**config.mk**
```make
export PLATFORM = sky130hd
export DESIGN_NAME = circle_rasterizer
export DESIGN_NICKNAME = d
export VERILOG_FILES = /design/src/sv/crast_pkg.sv /design/src/sv/circle_rasterizer.sv /design/src/sv/crast_fifo.sv /design/src/sv/crast_front.sv /design/src/sv/crast_back.sv
export SDC_FILE = /design/constraint.sdc
export NUM_CORES = 1
export LEC_CHECK = 0
export BUFFER_PORTS_ARGS = -buffer_cell sky130_fd_sc_hd__clkbuf_2
export CAP_MARGIN = 20
export CORE_ASPECT_RATIO = 0.9
export CORE_MARGIN = 2
export CORE_UTILIZATION = 40
export CTS_CLUSTER_SIZE = 14
export DETAILED_ROUTE_END_ITERATION = 6
export GPL_ROUTABILITY_DRIVEN = 0
export PLACE_DENSITY = 0.52
export SYNTH_ARGS = -nofsm -noshare
export SYNTH_HDL_FRONTEND = slang
export SYNTH_SLANG_ARGS = --single-unit
```
**constraint.sdc**
```tcl
create_clock -name clk -period 5.2 [get_ports clk]
set_input_delay 1.04 -clock clk [delete_from_list [all_inputs] [get_ports clk]]
set_output_delay 1.04 -clock clk [all_outputs]
set_load 0.01 [all_outputs]
```
**src/sv/crast_pkg.sv**
```systemverilog
// ----------------------------------------------------------------------------
// crast_pkg
// Opcodes, color and octant constants shared by the circle rasterizer.
// ----------------------------------------------------------------------------
`default_nettype none

package crast_pkg;

  localparam int unsigned COLOR_W = 4;
  localparam int unsigned OCT_W   = 3;

  localparam logic             OP_START    = 1'b0;
  localparam logic             OP_STEP     = 1'b1;
  localparam logic [COLOR_W-1:0] COLOR_RESET = 4'd4;
  localparam logic [OCT_W-1:0]   OCT_LAST    = 3'd7;

endpackage

`default_nettype wire

```
**src/sv/circle_rasterizer.sv**
```systemverilog
// With the emitter idle, a step's first pixel moves from its queue slot into the
//   emitter's record registers and then into the output register.
// The emitter sends one pixel per cycle while the receiver is ready; the eight
//   pixels of a step leave one at a time through the single output port.
// Start items and steps while idle produce no pixels.
// Reset: synchronous, active low; clears the drawing state (idle), empties the
//   queue and sets the pen color to 4.
// ----------------------------------------------------------------------------
// circle_rasterizer
// Midpoint circle rasterizer: front keeps the octant walk, back emits pixels.
// ----------------------------------------------------------------------------
`default_nettype none

module circle_rasterizer #(
  parameter int unsigned COORD_BITS = 10
) (
  input  wire logic                          clk,
  input  wire logic                          rst_n,
  input  wire logic                          cfg_wr_en,
  input  wire logic [crast_pkg::COLOR_W-1:0] cfg_wr_data,
  input  wire logic                          in_valid,
  output logic                               in_ready,
  input  wire logic                          in_opcode,
  input  wire logic [COORD_BITS-1:0]         in_center_x,
  input  wire logic [COORD_BITS-1:0]         in_center_y,
  input  wire logic [COORD_BITS-1:0]         in_radius,
  output logic                               out_valid,
  input  wire logic                          out_ready,
  output logic signed [COORD_BITS+1:0]       out_pixel_x,
  output logic signed [COORD_BITS+1:0]       out_pixel_y,
  output logic [crast_pkg::COLOR_W-1:0]      out_pixel_color,
  output logic [crast_pkg::OCT_W-1:0]        out_octant,
  output logic                               out_last_of_step,
  output logic                               out_last_of_circle
);

  localparam int unsigned REC_W = 4 * COORD_BITS + 2 + 1 + crast_pkg::COLOR_W;

  logic             push;
  logic [REC_W-1:0] push_data;
  logic             queue_full;
  logic             pop;
  logic             rec_valid;
  logic [REC_W-1:0] rec_data;

  crast_front #(
    .COORD_BITS (COORD_BITS),
    .REC_W      (REC_W)
  ) u_front (
    .clk         (clk),
    .rst_n       (rst_n),
    .cfg_wr_en   (cfg_wr_en),
    .cfg_wr_data (cfg_wr_data),
    .in_valid    (in_valid),
    .in_ready    (in_ready),
    .in_opcode   (in_opcode),
    .in_center_x (in_center_x),
    .in_center_y (in_center_y),
    .in_radius   (in_radius),
    .push        (push),
    .push_data   (push_data),
    .queue_full  (queue_full)
  );

  crast_fifo #(
    .WIDTH (REC_W)
  ) u_fifo (
    .clk       (clk),
    .rst_n     (rst_n),
    .push      (push),
    .push_data (push_data),
    .full      (queue_full),
    .pop       (pop),
    .not_empty (rec_valid),
    .pop_data  (rec_data)
  );

  crast_back #(
    .COORD_BITS (COORD_BITS),
    .REC_W      (REC_W)
  ) u_back (
    .clk                (clk),
    .rst_n              (rst_n),
    .rec_valid          (rec_valid),
    .rec_data           (rec_data),
    .pop                (pop),
    .out_valid          (out_valid),
    .out_ready          (out_ready),
    .out_pixel_x        (out_pixel_x),
    .out_pixel_y        (out_pixel_y),
    .out_pixel_color    (out_pixel_color),
    .out_octant         (out_octant),
    .out_last_of_step   (out_last_of_step),
    .out_last_of_circle (out_last_of_circle)
  );

endmodule

`default_nettype wire

```
**src/sv/crast_fifo.sv**
```systemverilog
// ----------------------------------------------------------------------------
// crast_fifo
// Two-entry queue that carries step records from the front to the back.
// ----------------------------------------------------------------------------
`default_nettype none

module crast_fifo #(
  parameter int unsigned WIDTH = 8
) (
  input  wire logic             clk,
  input  wire logic             rst_n,
  input  wire logic             push,
  input  wire logic [WIDTH-1:0] push_data,
  output logic                  full,
  input  wire logic             pop,
  output logic                  not_empty,
  output logic [WIDTH-1:0]      pop_data
);

  localparam int unsigned DEPTH = 2;

  logic [WIDTH-1:0] mem_r [DEPTH];
  logic             wr_ptr_r;
  logic             wr_ptr_nxt;
  logic             rd_ptr_r;
  logic             rd_ptr_nxt;
  logic [1:0]       count_r;
  logic [1:0]       count_nxt;

  assign full      = (count_r == 2'(DEPTH));
  assign not_empty = (count_r != 2'd0);
  assign pop_data  = mem_r[rd_ptr_r];

  always_comb begin
    wr_ptr_nxt = push ? ~wr_ptr_r : wr_ptr_r;
    rd_ptr_nxt = pop  ? ~rd_ptr_r : rd_ptr_r;
    count_nxt  = count_r + 2'(push) - 2'(pop);
  end

  always_ff @(posedge clk) begin
    if (!rst_n) begin
      wr_ptr_r <= 1'b0;
      rd_ptr_r <= 1'b0;
      count_r  <= 2'd0;
    end else begin
      wr_ptr_r <= wr_ptr_nxt;
      rd_ptr_r <= rd_ptr_nxt;
      count_r  <= count_nxt;
    end
  end

  always_ff @(posedge clk) begin
    if (push) begin
      mem_r[wr_ptr_r] <= push_data;
    end
  end

endmodule

`default_nettype wire

```
**src/sv/crast_front.sv**
```systemverilog
// ----------------------------------------------------------------------------
// crast_front
// Accepts start and step items, keeps the midpoint state and the pen color,
// and queues one record per step of an active circle for pixel emission.
// ----------------------------------------------------------------------------
`default_nettype none

module crast_front #(
  parameter int unsigned COORD_BITS = 10,
  parameter int unsigned REC_W      = 4 * COORD_BITS + 2 + 1 + crast_pkg::COLOR_W
) (
  input  wire logic                          clk,
  input  wire logic                          rst_n,
  input  wire logic                          cfg_wr_en,
  input  wire logic [crast_pkg::COLOR_W-1:0] cfg_wr_data,
  input  wire logic                          in_valid,
  output logic                               in_ready,
  input  wire logic                          in_opcode,
  input  wire logic [COORD_BITS-1:0]         in_center_x,
  input  wire logic [COORD_BITS-1:0]         in_center_y,
  input  wire logic [COORD_BITS-1:0]         in_radius,
  output logic                               push,
  output logic [REC_W-1:0]                   push_data,
  input  wire logic                          queue_full
);

  localparam int unsigned OFF_W = COORD_BITS + 1;
  localparam int unsigned PIX_W = COORD_BITS + 2;
  localparam int unsigned DEC_W = COORD_BITS + 4;

  logic [crast_pkg::COLOR_W-1:0] color_r;
  logic signed [OFF_W-1:0]       off_x_r;
  logic signed [OFF_W-1:0]       off_x_nxt;
  logic signed [OFF_W-1:0]       off_y_r;
  logic signed [OFF_W-1:0]       off_y_nxt;
  logic signed [DEC_W-1:0]       dec_r;
  logic signed [DEC_W-1:0]       dec_nxt;
  logic [COORD_BITS-1:0]         cx_r;
  logic [COORD_BITS-1:0]         cy_r;
  logic                          active_r;
  logic                          active_nxt;

  logic                          accept;
  logic signed [DEC_W-1:0]       xs;
  logic signed [DEC_W-1:0]       ys;
  logic signed [PIX_W-1:0]       x1;
  logic signed [PIX_W-1:0]       y1;
  logic                          last;

  assign in_ready = ~queue_full;
  assign accept   = in_valid && in_ready;
  assign push     = accept && (in_opcode == crast_pkg::OP_STEP) && active_r;
  assign push_data = {color_r, last, cy_r, cx_r, off_y_r, off_x_r};

  // Midpoint update of the current point
  always_comb begin
    xs = DEC_W'(off_x_r);
    ys = DEC_W'(off_y_r);
    x1 = PIX_W'(off_x_r) + PIX_W'(1);
    if (dec_r[DEC_W-1]) begin
      dec_nxt = dec_r + (xs <<< 2) + DEC_W'(6);
      y1      = PIX_W'(off_y_r);
    end else begin
      dec_nxt = dec_r + ((xs - ys) <<< 2) + DEC_W'(10);
      y1      = PIX_W'(off_y_r) - PIX_W'(1);
    end
    last      = (x1 > y1);
    off_x_nxt = x1[OFF_W-1:0];
    off_y_nxt = y1[OFF_W-1:0];
    active_nxt = ~last;
  end

  always_ff @(posedge clk) begin
    if (!rst_n) begin
      color_r  <= crast_pkg::COLOR_RESET;
      off_x_r  <= '0;
      off_y_r  <= '0;
      dec_r    <= '0;
      cx_r     <= '0;
      cy_r     <= '0;
      active_r <= 1'b0;
    end else begin
      if (cfg_wr_en) begin
        color_r <= cfg_wr_data;
      end
      if (accept && (in_opcode == crast_pkg::OP_START)) begin
        cx_r     <= in_center_x;
        cy_r     <= in_center_y;
        off_x_r  <= '0;
        off_y_r  <= OFF_W'(in_radius);
        dec_r    <= DEC_W'(3) - (DEC_W'(in_radius) << 1);
        active_r <= 1'b1;
      end else if (push) begin
        off_x_r  <= off_x_nxt;
        off_y_r  <= off_y_nxt;
        dec_r    <= dec_nxt;
        active_r <= active_nxt;
      end
    end
  end

endmodule

`default_nettype wire

```
**src/sv/crast_back.sv**
```systemverilog
// ----------------------------------------------------------------------------
// crast_back
// Takes step records from the queue and emits the eight symmetric pixels,
// one per cycle while the receiver is ready, through an output register.
// ----------------------------------------------------------------------------
`default_nettype none

module crast_back #(
  parameter int unsigned COORD_BITS = 10,
  parameter int unsigned REC_W      = 4 * COORD_BITS + 2 + 1 + crast_pkg::COLOR_W
) (
  input  wire logic                          clk,
  input  wire logic                          rst_n,
  input  wire logic                          rec_valid,
  input  wire logic [REC_W-1:0]              rec_data,
  output logic                               pop,
  output logic                               out_valid,
  input  wire logic                          out_ready,
  output logic signed [COORD_BITS+1:0]       out_pixel_x,
  output logic signed [COORD_BITS+1:0]       out_pixel_y,
  output logic [crast_pkg::COLOR_W-1:0]      out_pixel_color,
  output logic [crast_pkg::OCT_W-1:0]        out_octant,
  output logic                               out_last_of_step,
  output logic                               out_last_of_circle
);

  localparam int unsigned OFF_W = COORD_BITS + 1;
  localparam int unsigned PIX_W = COORD_BITS + 2;

  logic                          busy_r;
  logic                          busy_nxt;
  logic [crast_pkg::OCT_W-1:0]   oct_r;
  logic [crast_pkg::OCT_W-1:0]   oct_nxt;
  logic [crast_pkg::COLOR_W-1:0] color_r;
  logic                          last_r;
  logic [COORD_BITS-1:0]         cx_r;
  logic [COORD_BITS-1:0]         cy_r;
  logic signed [OFF_W-1:0]       x_r;
  logic signed [OFF_W-1:0]       y_r;

  logic                          out_valid_r;
  logic signed [PIX_W-1:0]       px_r;
  logic signed [PIX_W-1:0]       py_r;
  logic [crast_pkg::COLOR_W-1:0] pcol_r;
  logic [crast_pkg::OCT_W-1:0]   poct_r;
  logic                          plast_step_r;
  logic                          plast_circ_r;

  logic                          adv;
  logic                          oct_end;
  logic signed [PIX_W-1:0]       ox;
  logic signed [PIX_W-1:0]       oy;
  logic signed [PIX_W-1:0]       px;
  logic signed [PIX_W-1:0]       py;

  assign oct_end = (oct_r == crast_pkg::OCT_LAST);
  assign adv     = busy_r && (!out_valid_r || out_ready);
  // Refill on the cycle the eighth pixel moves out, so steps run back to back
  assign pop     = rec_valid && (!busy_r || (adv && oct_end));

  // Octant bits: 2 swaps the axes, 1 negates the row, 0 negates the column
  always_comb begin
    ox = oct_r[2] ? PIX_W'(y_r) : PIX_W'(x_r);
    oy = oct_r[2] ? PIX_W'(x_r) : PIX_W'(y_r);
    px = PIX_W'(cx_r) + (oct_r[0] ? -ox : ox);
    py = PIX_W'(cy_r) + (oct_r[1] ? -oy : oy);
    oct_nxt = pop ? '0 : (adv ? oct_r + crast_pkg::OCT_W'(1) : oct_r);
    if (pop) begin
      busy_nxt = 1'b1;
    end else if (adv && oct_end) begin
      busy_nxt = 1'b0;
    end else begin
      busy_nxt = busy_r;
    end
  end

  always_ff @(posedge clk) begin
    if (!rst_n) begin
      busy_r      <= 1'b0;
      oct_r       <= '0;
      out_valid_r <= 1'b0;
    end else begin
      busy_r <= busy_nxt;
      oct_r  <= oct_nxt;
      if (adv) begin
        out_valid_r <= 1'b1;
      end else if (out_ready) begin
        out_valid_r <= 1'b0;
      end
    end
  end

  always_ff @(posedge clk) begin
    if (pop) begin
      {color_r, last_r, cy_r, cx_r, y_r, x_r} <= rec_data;
    end
    if (adv) begin
      px_r         <= px;
      py_r         <= py;
      pcol_r       <= color_r;
      poct_r       <= oct_r;
      plast_step_r <= oct_end;
      plast_circ_r <= oct_end && last_r;
    end
  end

  assign out_valid          = out_valid_r;
  assign out_pixel_x        = px_r;
  assign out_pixel_y        = py_r;
  assign out_pixel_color    = pcol_r;
  assign out_octant         = poct_r;
  assign out_last_of_step   = plast_step_r;
  assign out_last_of_circle = plast_circ_r;

endmodule

`default_nettype wire

```
## After elaboration in Yosys (flattened, before gate mapping)

Memory sizes are Yosys's and may differ from the RTL's. A register that Yosys moved wholly into a read port is not among the register bits.
Cells that the tools add are included.

| storage, ports and cells | value |
|---|---|
| logic and storage cells | 81 |
| memories | 1 |
| register bits | 103 |
| bits in writable memories | 94 |

Memory list:

| memory | depth | bits a word | rd ports | clocked after Yosys merged registers in | write ports | line | RTL |
|---|---|---|---|---|---|---|---|
| u_fifo.mem_r | 2 | 47 | 1 | 1 | 1 | crast_fifo.sv:22 | `logic [WIDTH-1:0] mem_r [DEPTH];` |

| cells by class | value |
|---|---|
| bitwise operators | 6 |
| add/sub/neg operators | 15 |
| multiplexer cells | 18 |
| reductions and logical operators | 18 |
| order comparisons | 1 |
| equality and inequality tests | 2 |

Operators by type and width:

| operator | number |
|---|---|
| two-way mux 12 bit | 5 |
| two-way mux 14 bit | 3 |
| adder 10 x 12 -> 12 bit | 2 |
| negator 12 bit | 2 |
| two-way mux 10 bit | 2 |
| adder 14 x 13 -> 14 bit | 1 |
| adder 14 bit | 1 |
| adder 14 x 4 -> 14 bit, second input constant | 1 |
| adder 14 x 5 -> 14 bit, second input constant | 1 |
| adder 11 x 2 -> 12 bit, second input constant | 1 |
| > comparator 12 bit | 1 |
| subtractor 11 x 11 -> 12 bit | 1 |
| subtractor 11 x 2 -> 12 bit, second input constant | 1 |
| subtractor 2 x 11 -> 12 bit, first input constant | 1 |
| logical AND 1 bit | 8 |
| two-way mux 1 bit | 8 |
| nonzero test 2 bit | 4 |
| NOT 1 bit | 6 |
| OR reduction 2 bit | 2 |
| adder 3 x 1 -> 3 bit, second input constant | 1 |
| == test 3 bit, second input constant | 1 |
| adder 2 x 1 -> 2 bit | 1 |
| == test 2 bit, second input constant | 1 |
| logical NOT 1 bit | 2 |
| 2 further kinds | 3 |

## Logic depth before layout (Yosys ltp)

| logic depth | value |
|---|---|
| word-level depth | 7 |
| gate-level depth with buffers | 17 |
| depth with buffers taken out | 17 |

## Hierarchy

Synthesis repeated with hierarchy kept, for this count alone.

| unflattened totals | value |
|---|---|
| cells, all modules | 1172 |
| area, all modules | 13356.6 µm² |

By module, submodules not included:

| module | cells an instance | instances | seq. area each (µm²) | area an instance (µm²) |
|---|---|---|---|---|
| crast_front | 642 | 1 | 1201.2 | 5137.4 |
| crast_back | 363 | 1 | 2502.4 | 4476.8 |
| crast_fifo | 167 | 1 | 2922.8 | 3742.3 |

## Least setup slack after synthesis

OpenSTA, ideal clock, no wires.

| path | value |
|---|---|
| kind | input-to-reg |
| from | input out_ready |
| to | register u_fifo.count_r[1] |
| data arrival time | 4.396 ns |
| library setup time | 0.115 ns |
| stages on the path | 9 |
| slack | 0.689 ns |
| buffers on the path | 0 |
| path through | nand2b_1 a21oi_1 nor2_1 ha_1 inv_1 ha_1 xnor2_1 xnor2_1 and2_1 |

| on the way | value |
|---|---|
| longest elaborated chain between the ends | 6 |

RTL lines:

| item | line | RTL |
|---|---|---|
| start: declaration | circle_rasterizer.sv:28 | `input wire logic out_ready,` |
| logical OR 1 bit | crast_back.sv:57 | `assign adv = busy_r && (!out_valid_r \|\| out_ready);` |
| logical AND 1 bit | crast_back.sv:57 |  |
| logical AND 1 bit | crast_back.sv:59 | `assign pop = rec_valid && (!busy_r \|\| (adv && oct_end));` |
| logical OR 1 bit | crast_back.sv:59 |  |
| logical AND 1 bit | crast_back.sv:59 |  |
| net pop | circle_rasterizer.sv:42 | `logic pop;` |
| subtractor 2 x 1 -> 2 bit | crast_fifo.sv:37 | `count_nxt = count_r + 2'(push) - 2'(pop);` |
| end signal: assignment | crast_fifo.sv:48 | `count_r <= count_nxt;` |
| end: declaration | crast_fifo.sv:27 | `logic [1:0] count_r;` |

The timed path passes the listed nets, and every way through them passes these cells.
A chain may end at the register's enable or synchronous reset.

## Final worst setup path

| path | value |
|---|---|
| from | register u_front.off_x_r[0] |
| to | register u_front.dec_r[12] |

| on the way | value |
|---|---|
| longest elaborated chain between the ends | 6 |
| elaborated cells on any way between the ends | 8 |
| those cells by class | add/sub: 5; mux: 3 |

RTL lines:

| item | line | RTL |
|---|---|---|
| start: declaration | crast_front.sv:32 | `logic signed [OFF_W-1:0] off_x_r;` |
| start signal: assignment | crast_front.sv:94 | `off_x_r <= off_x_nxt;` |
| subtractor 11 x 11 -> 12 bit | crast_front.sv:64 | `dec_nxt = dec_r + ((xs - ys) <<< 2) + DEC_W'(10);` |
| adder 14 bit | crast_front.sv:64 |  |
| adder 14 x 5 -> 14 bit | crast_front.sv:64 |  |
| two-way mux 14 bit (*) | crast_front.sv:60 | `if (dec_r[DEC_W-1]) begin` |
| two-way mux 14 bit (*) | crast_front.sv:93 | `end else if (push) begin` |
| two-way mux 14 bit (*) | crast_front.sv:86 | `if (accept && (in_opcode == crast_pkg::OP_START)) begin` |
| end signal: assignment | crast_front.sv:91 | `dec_r <= DEC_W'(3) - (DEC_W'(in_radius) << 1);` |
| end signal: assignment | crast_front.sv:96 | `dec_r <= dec_nxt;` |
| end: declaration | crast_front.sv:36 | `logic signed [DEC_W-1:0] dec_r;` |

Mark *: on every way between the ends. The rest lies on a longest branch, timed or not. The select of a mux whose other input is x is not followed.

==> impl_metrics.yaml <==
worst_hold_path:
  hp-class: "reg2reg"
  hold_path_depth: 0
floorplan:
  die_x_um: 194
  die_h_um: 175
  rows: 62
  ioPinCount: 75
  core-area_um2: 31900
  dieArea_um2: 33900
  start_util_pct: 40.7
detailed_routing:
  dr.pass1.iters: 5
  drt_wl_total_mm: 30.2
  vias: 8767
  viasPerCell: 5.30
  avgRoutedWirePerCell_um: 18.3
  drtAntennaViolNets: 0
  drc: 0
  first_iter_violations: 534
pwr:
  power_density_nw_per_um2: 512
  ir_drop_v: 0.000360
  p_leak_nw: 5.63
grt:
  grt_max_degree: 49
  grt_pass1_vias: 8678
  grtUsageTotal_pct: 18.0
  grt.overflow.total: 0
  grt_pass1_wl_mm: 48.3
  grt_antenna_before_repair: 0
synthesis:
  netlist_instances: 1141
  synthSimpleGateAreaFrac_pct: 11.2
  synth_edf_count: 174
  synth_top_family_by_area: "compound AO/OA/AOI/OAI gates"
  synth_warnings: 0
  synth_fa_ha_area_share_pct: 10.0
  ys_types: 63
  synth_nets: 1282
  netlist_area_um2: 13000
  synthXorXnorAreaFrac_pct: 6.35
  synth_compound_area_share_pct: 12.2
  syn_avg_cell_area_um2: 11.4
  synth_flop_cell: "edfxtp_1"
  synth.mux.area_fraction_pct: 6.90
  synthArstFlopShare_pct: 0
  synth_seq_area_share_pct: 51.0
  ys_seq_elements: 243
cts:
  cts_tree: "done"
  cts_hold_buf: 0
  path_clk_slew_ns: 0.06
  cts_resized: 0
  clock-sinks: 243
  htree_levels: 1
  clockRootBuffer: "clkbuf_16"
  cts_buffer_depth: 3
  cts_made_buffers: 27
  cts_setup_buffers: 0
  clock_latency_ns: 0.54
setup_path:
  crit_type: "reg2reg"
  required_ns: 5.66
  reg2regPathDepth: 17
  end_kind: "flip-flop"
  startpoint_type: "flip-flop"
  crit_fanout: 7
  worstPathArrival_ns: 4.41
placed_design:
  pre_cts_ws_ns: 1.25
  port_buffers: 74
  dpl.cell_count: 1606
  dp_hpwl_mm: 21.4
final_layout:
  fin_util_pct: 46.3
  nets: 1360
  drive_above_1_share_pct: 15.6
  fin_cells: 1653
  syn_to_final_growth_pct: 13.8
  num_antenna_cells: 0
sta:
  rsz0062_at_grt: "false"
  skew_ns: 0.0159
  setup_viol: 0
  finalSetupTns_ns: 0
  final_max_slew_viol_count: 0
  hold_violations: 0
  min_period_ns: 3.96
  fin_crit_sh_pct: 76.1
  max_freq_ghz: 0.253
  max_slew_margin_pct: 37.3
  worst_slew_pin_slew_ns: 0.940
  fin_ws_ns: 1.24
outcome:
  outcome: "finished, final reports clean"
job:
  drv_cap: 0
critical path, stage by stage (launching register included):
cell	delay, ns
dfxtp_1	0.36
inv_1	0.15
ha_1	0.19
inv_1	0.05
fa_1	0.40
a21o_1	0.18
a21oi_1	0.28
o21ai_0	0.14
nor2_1	0.12
xnor2_1	0.13
ha_1	0.25
ha_1	0.37
a21o_1	0.20
a221o_1	0.35
a31oi_1	0.21
o21ai_0	0.16
xnor2_1	0.15
a211oi_1	0.19
layer usage:
| layer | global-route usage (%) | share of wire [%] |
|---|---|---|
| met1 | 24.7 | 48 |
| met2 | 30.6 | 47 |
| met3 | 2.07 | 3.3 |
| met4 | 3.69 | 1.7 |
| met5 | 0 | 0 |
synthesized netlist by cell type (5+ instances only):
master	n	area (µm²)
mux2i_1	32	320
nand2b_1	6	37.5
nor2b_1	19	119
o31ai_1	6	45.0
clkbuf_1	32	120
o21a_1	11	82.6
o22ai_1	5	31.3
a21boi_0	25	188
a211oi_1	10	75.1
nor3_1	27	135
o21ai_0	40	200
fa_1	5	100
dfxtp_1	69	1380
or3_1	7	43.8
nor4_1	6	37.5
xor2_1	39	342
nand3_1	23	115
o211ai_1	12	90.1
inv_1	40	150
edfxtp_1	174	5230
and2_1	7	43.8
a21o_1	15	113
ha_1	96	1200
mux2_2	49	552
xnor2_1	55	482
o21bai_1	6	45.0
a21oi_1	56	280
nand4_1	10	62.6
a31oi_1	8	50.1
nor2_1	61	229
and3_1	16	100
nand2_1	104	390
flip-flops by register name, summed over array words and instances (netlist names), 3 cells and up:
register,cells
u_back.color_r,4
u_back.cx_r,10
u_back.cy_r,10
u_back.oct_r,3
u_back.out_octant,3
u_back.out_pixel_color,4
u_back.out_pixel_x,12
u_back.out_pixel_y,12
u_back.x_r,11
u_back.y_r,11
u_fifo.mem_r,94
u_front.color_r,4
u_front.cx_r,10
u_front.cy_r,10
u_front.dec_r,13
u_front.off_x_r,11
u_front.off_y_r,11
cells in the final DEF, fill, tap and decap left out, types with 15 or more instances in the layout:
cell type,count
ha_1,96
dfxtp_1,67
nand3_1,23
edfxtp_1,174
clkbuf_16,27
nor2b_1,19
xnor2_1,55
nand2_1,104
a21boi_0,25
inv_1,40
mux2_2,49
nor2_1,59
mux2i_1,32
a21o_1,15
clkbuf_2,74
a21oi_1,56
o21ai_0,40
xor2_1,39
nor3_1,27
kinds of logic after synthesis:
family	after synthesis
xor+xnor	94
buf+inv	81
simple gates	303
flops	243
compound gates	236
fa+ha+maj	101
mux	83
metrics by stage:
step	power [mW]	hold slack [ns]	cell area (µm²)
5_1_grt	8.07	0.425	14800
3_3_place_gp	5.62	0.404	13800
2_1_floorplan	4.84	0.400	13000
3_5_place_dp	5.66	0.408	13800
4_1_cts	7.65	0.419	14800
6_report	7.55	0.418	14800
path summary, 6_finish.rpt:
path                                     to                from  slack, ns
setup reg to reg          u_front.dec_r[12]  u_front.off_x_r[0]       1.24
hold reg to reg   u_back.out_pixel_color[2]   u_back.color_r[2]       0.42
hold / removal    u_back.out_pixel_color[2]   u_back.color_r[2]       0.42
setup / recovery          u_front.dec_r[12]  u_front.off_x_r[0]       1.24
final cells by class:
type,instances,area (µm²)
well taps,416,520
flip-flops and latches,243,6610
inverters,42,158
fillers,2938,17100
repair buffers,88,488
clock buffers,37,743
multi-input cells,817,6060
clock inverters,10,168
power by group:
part / total [mW] / switching, mW / internal [mW] / leakage (nW)
logic: 2.77 / 1.62 / 1.15 / 3.01
clock network: 1.96 / 0.760 / 1.20 / 0.446
registers: 2.83 / 0.221 / 2.61 / 2.17
Power figures use the tool's default switching activity.
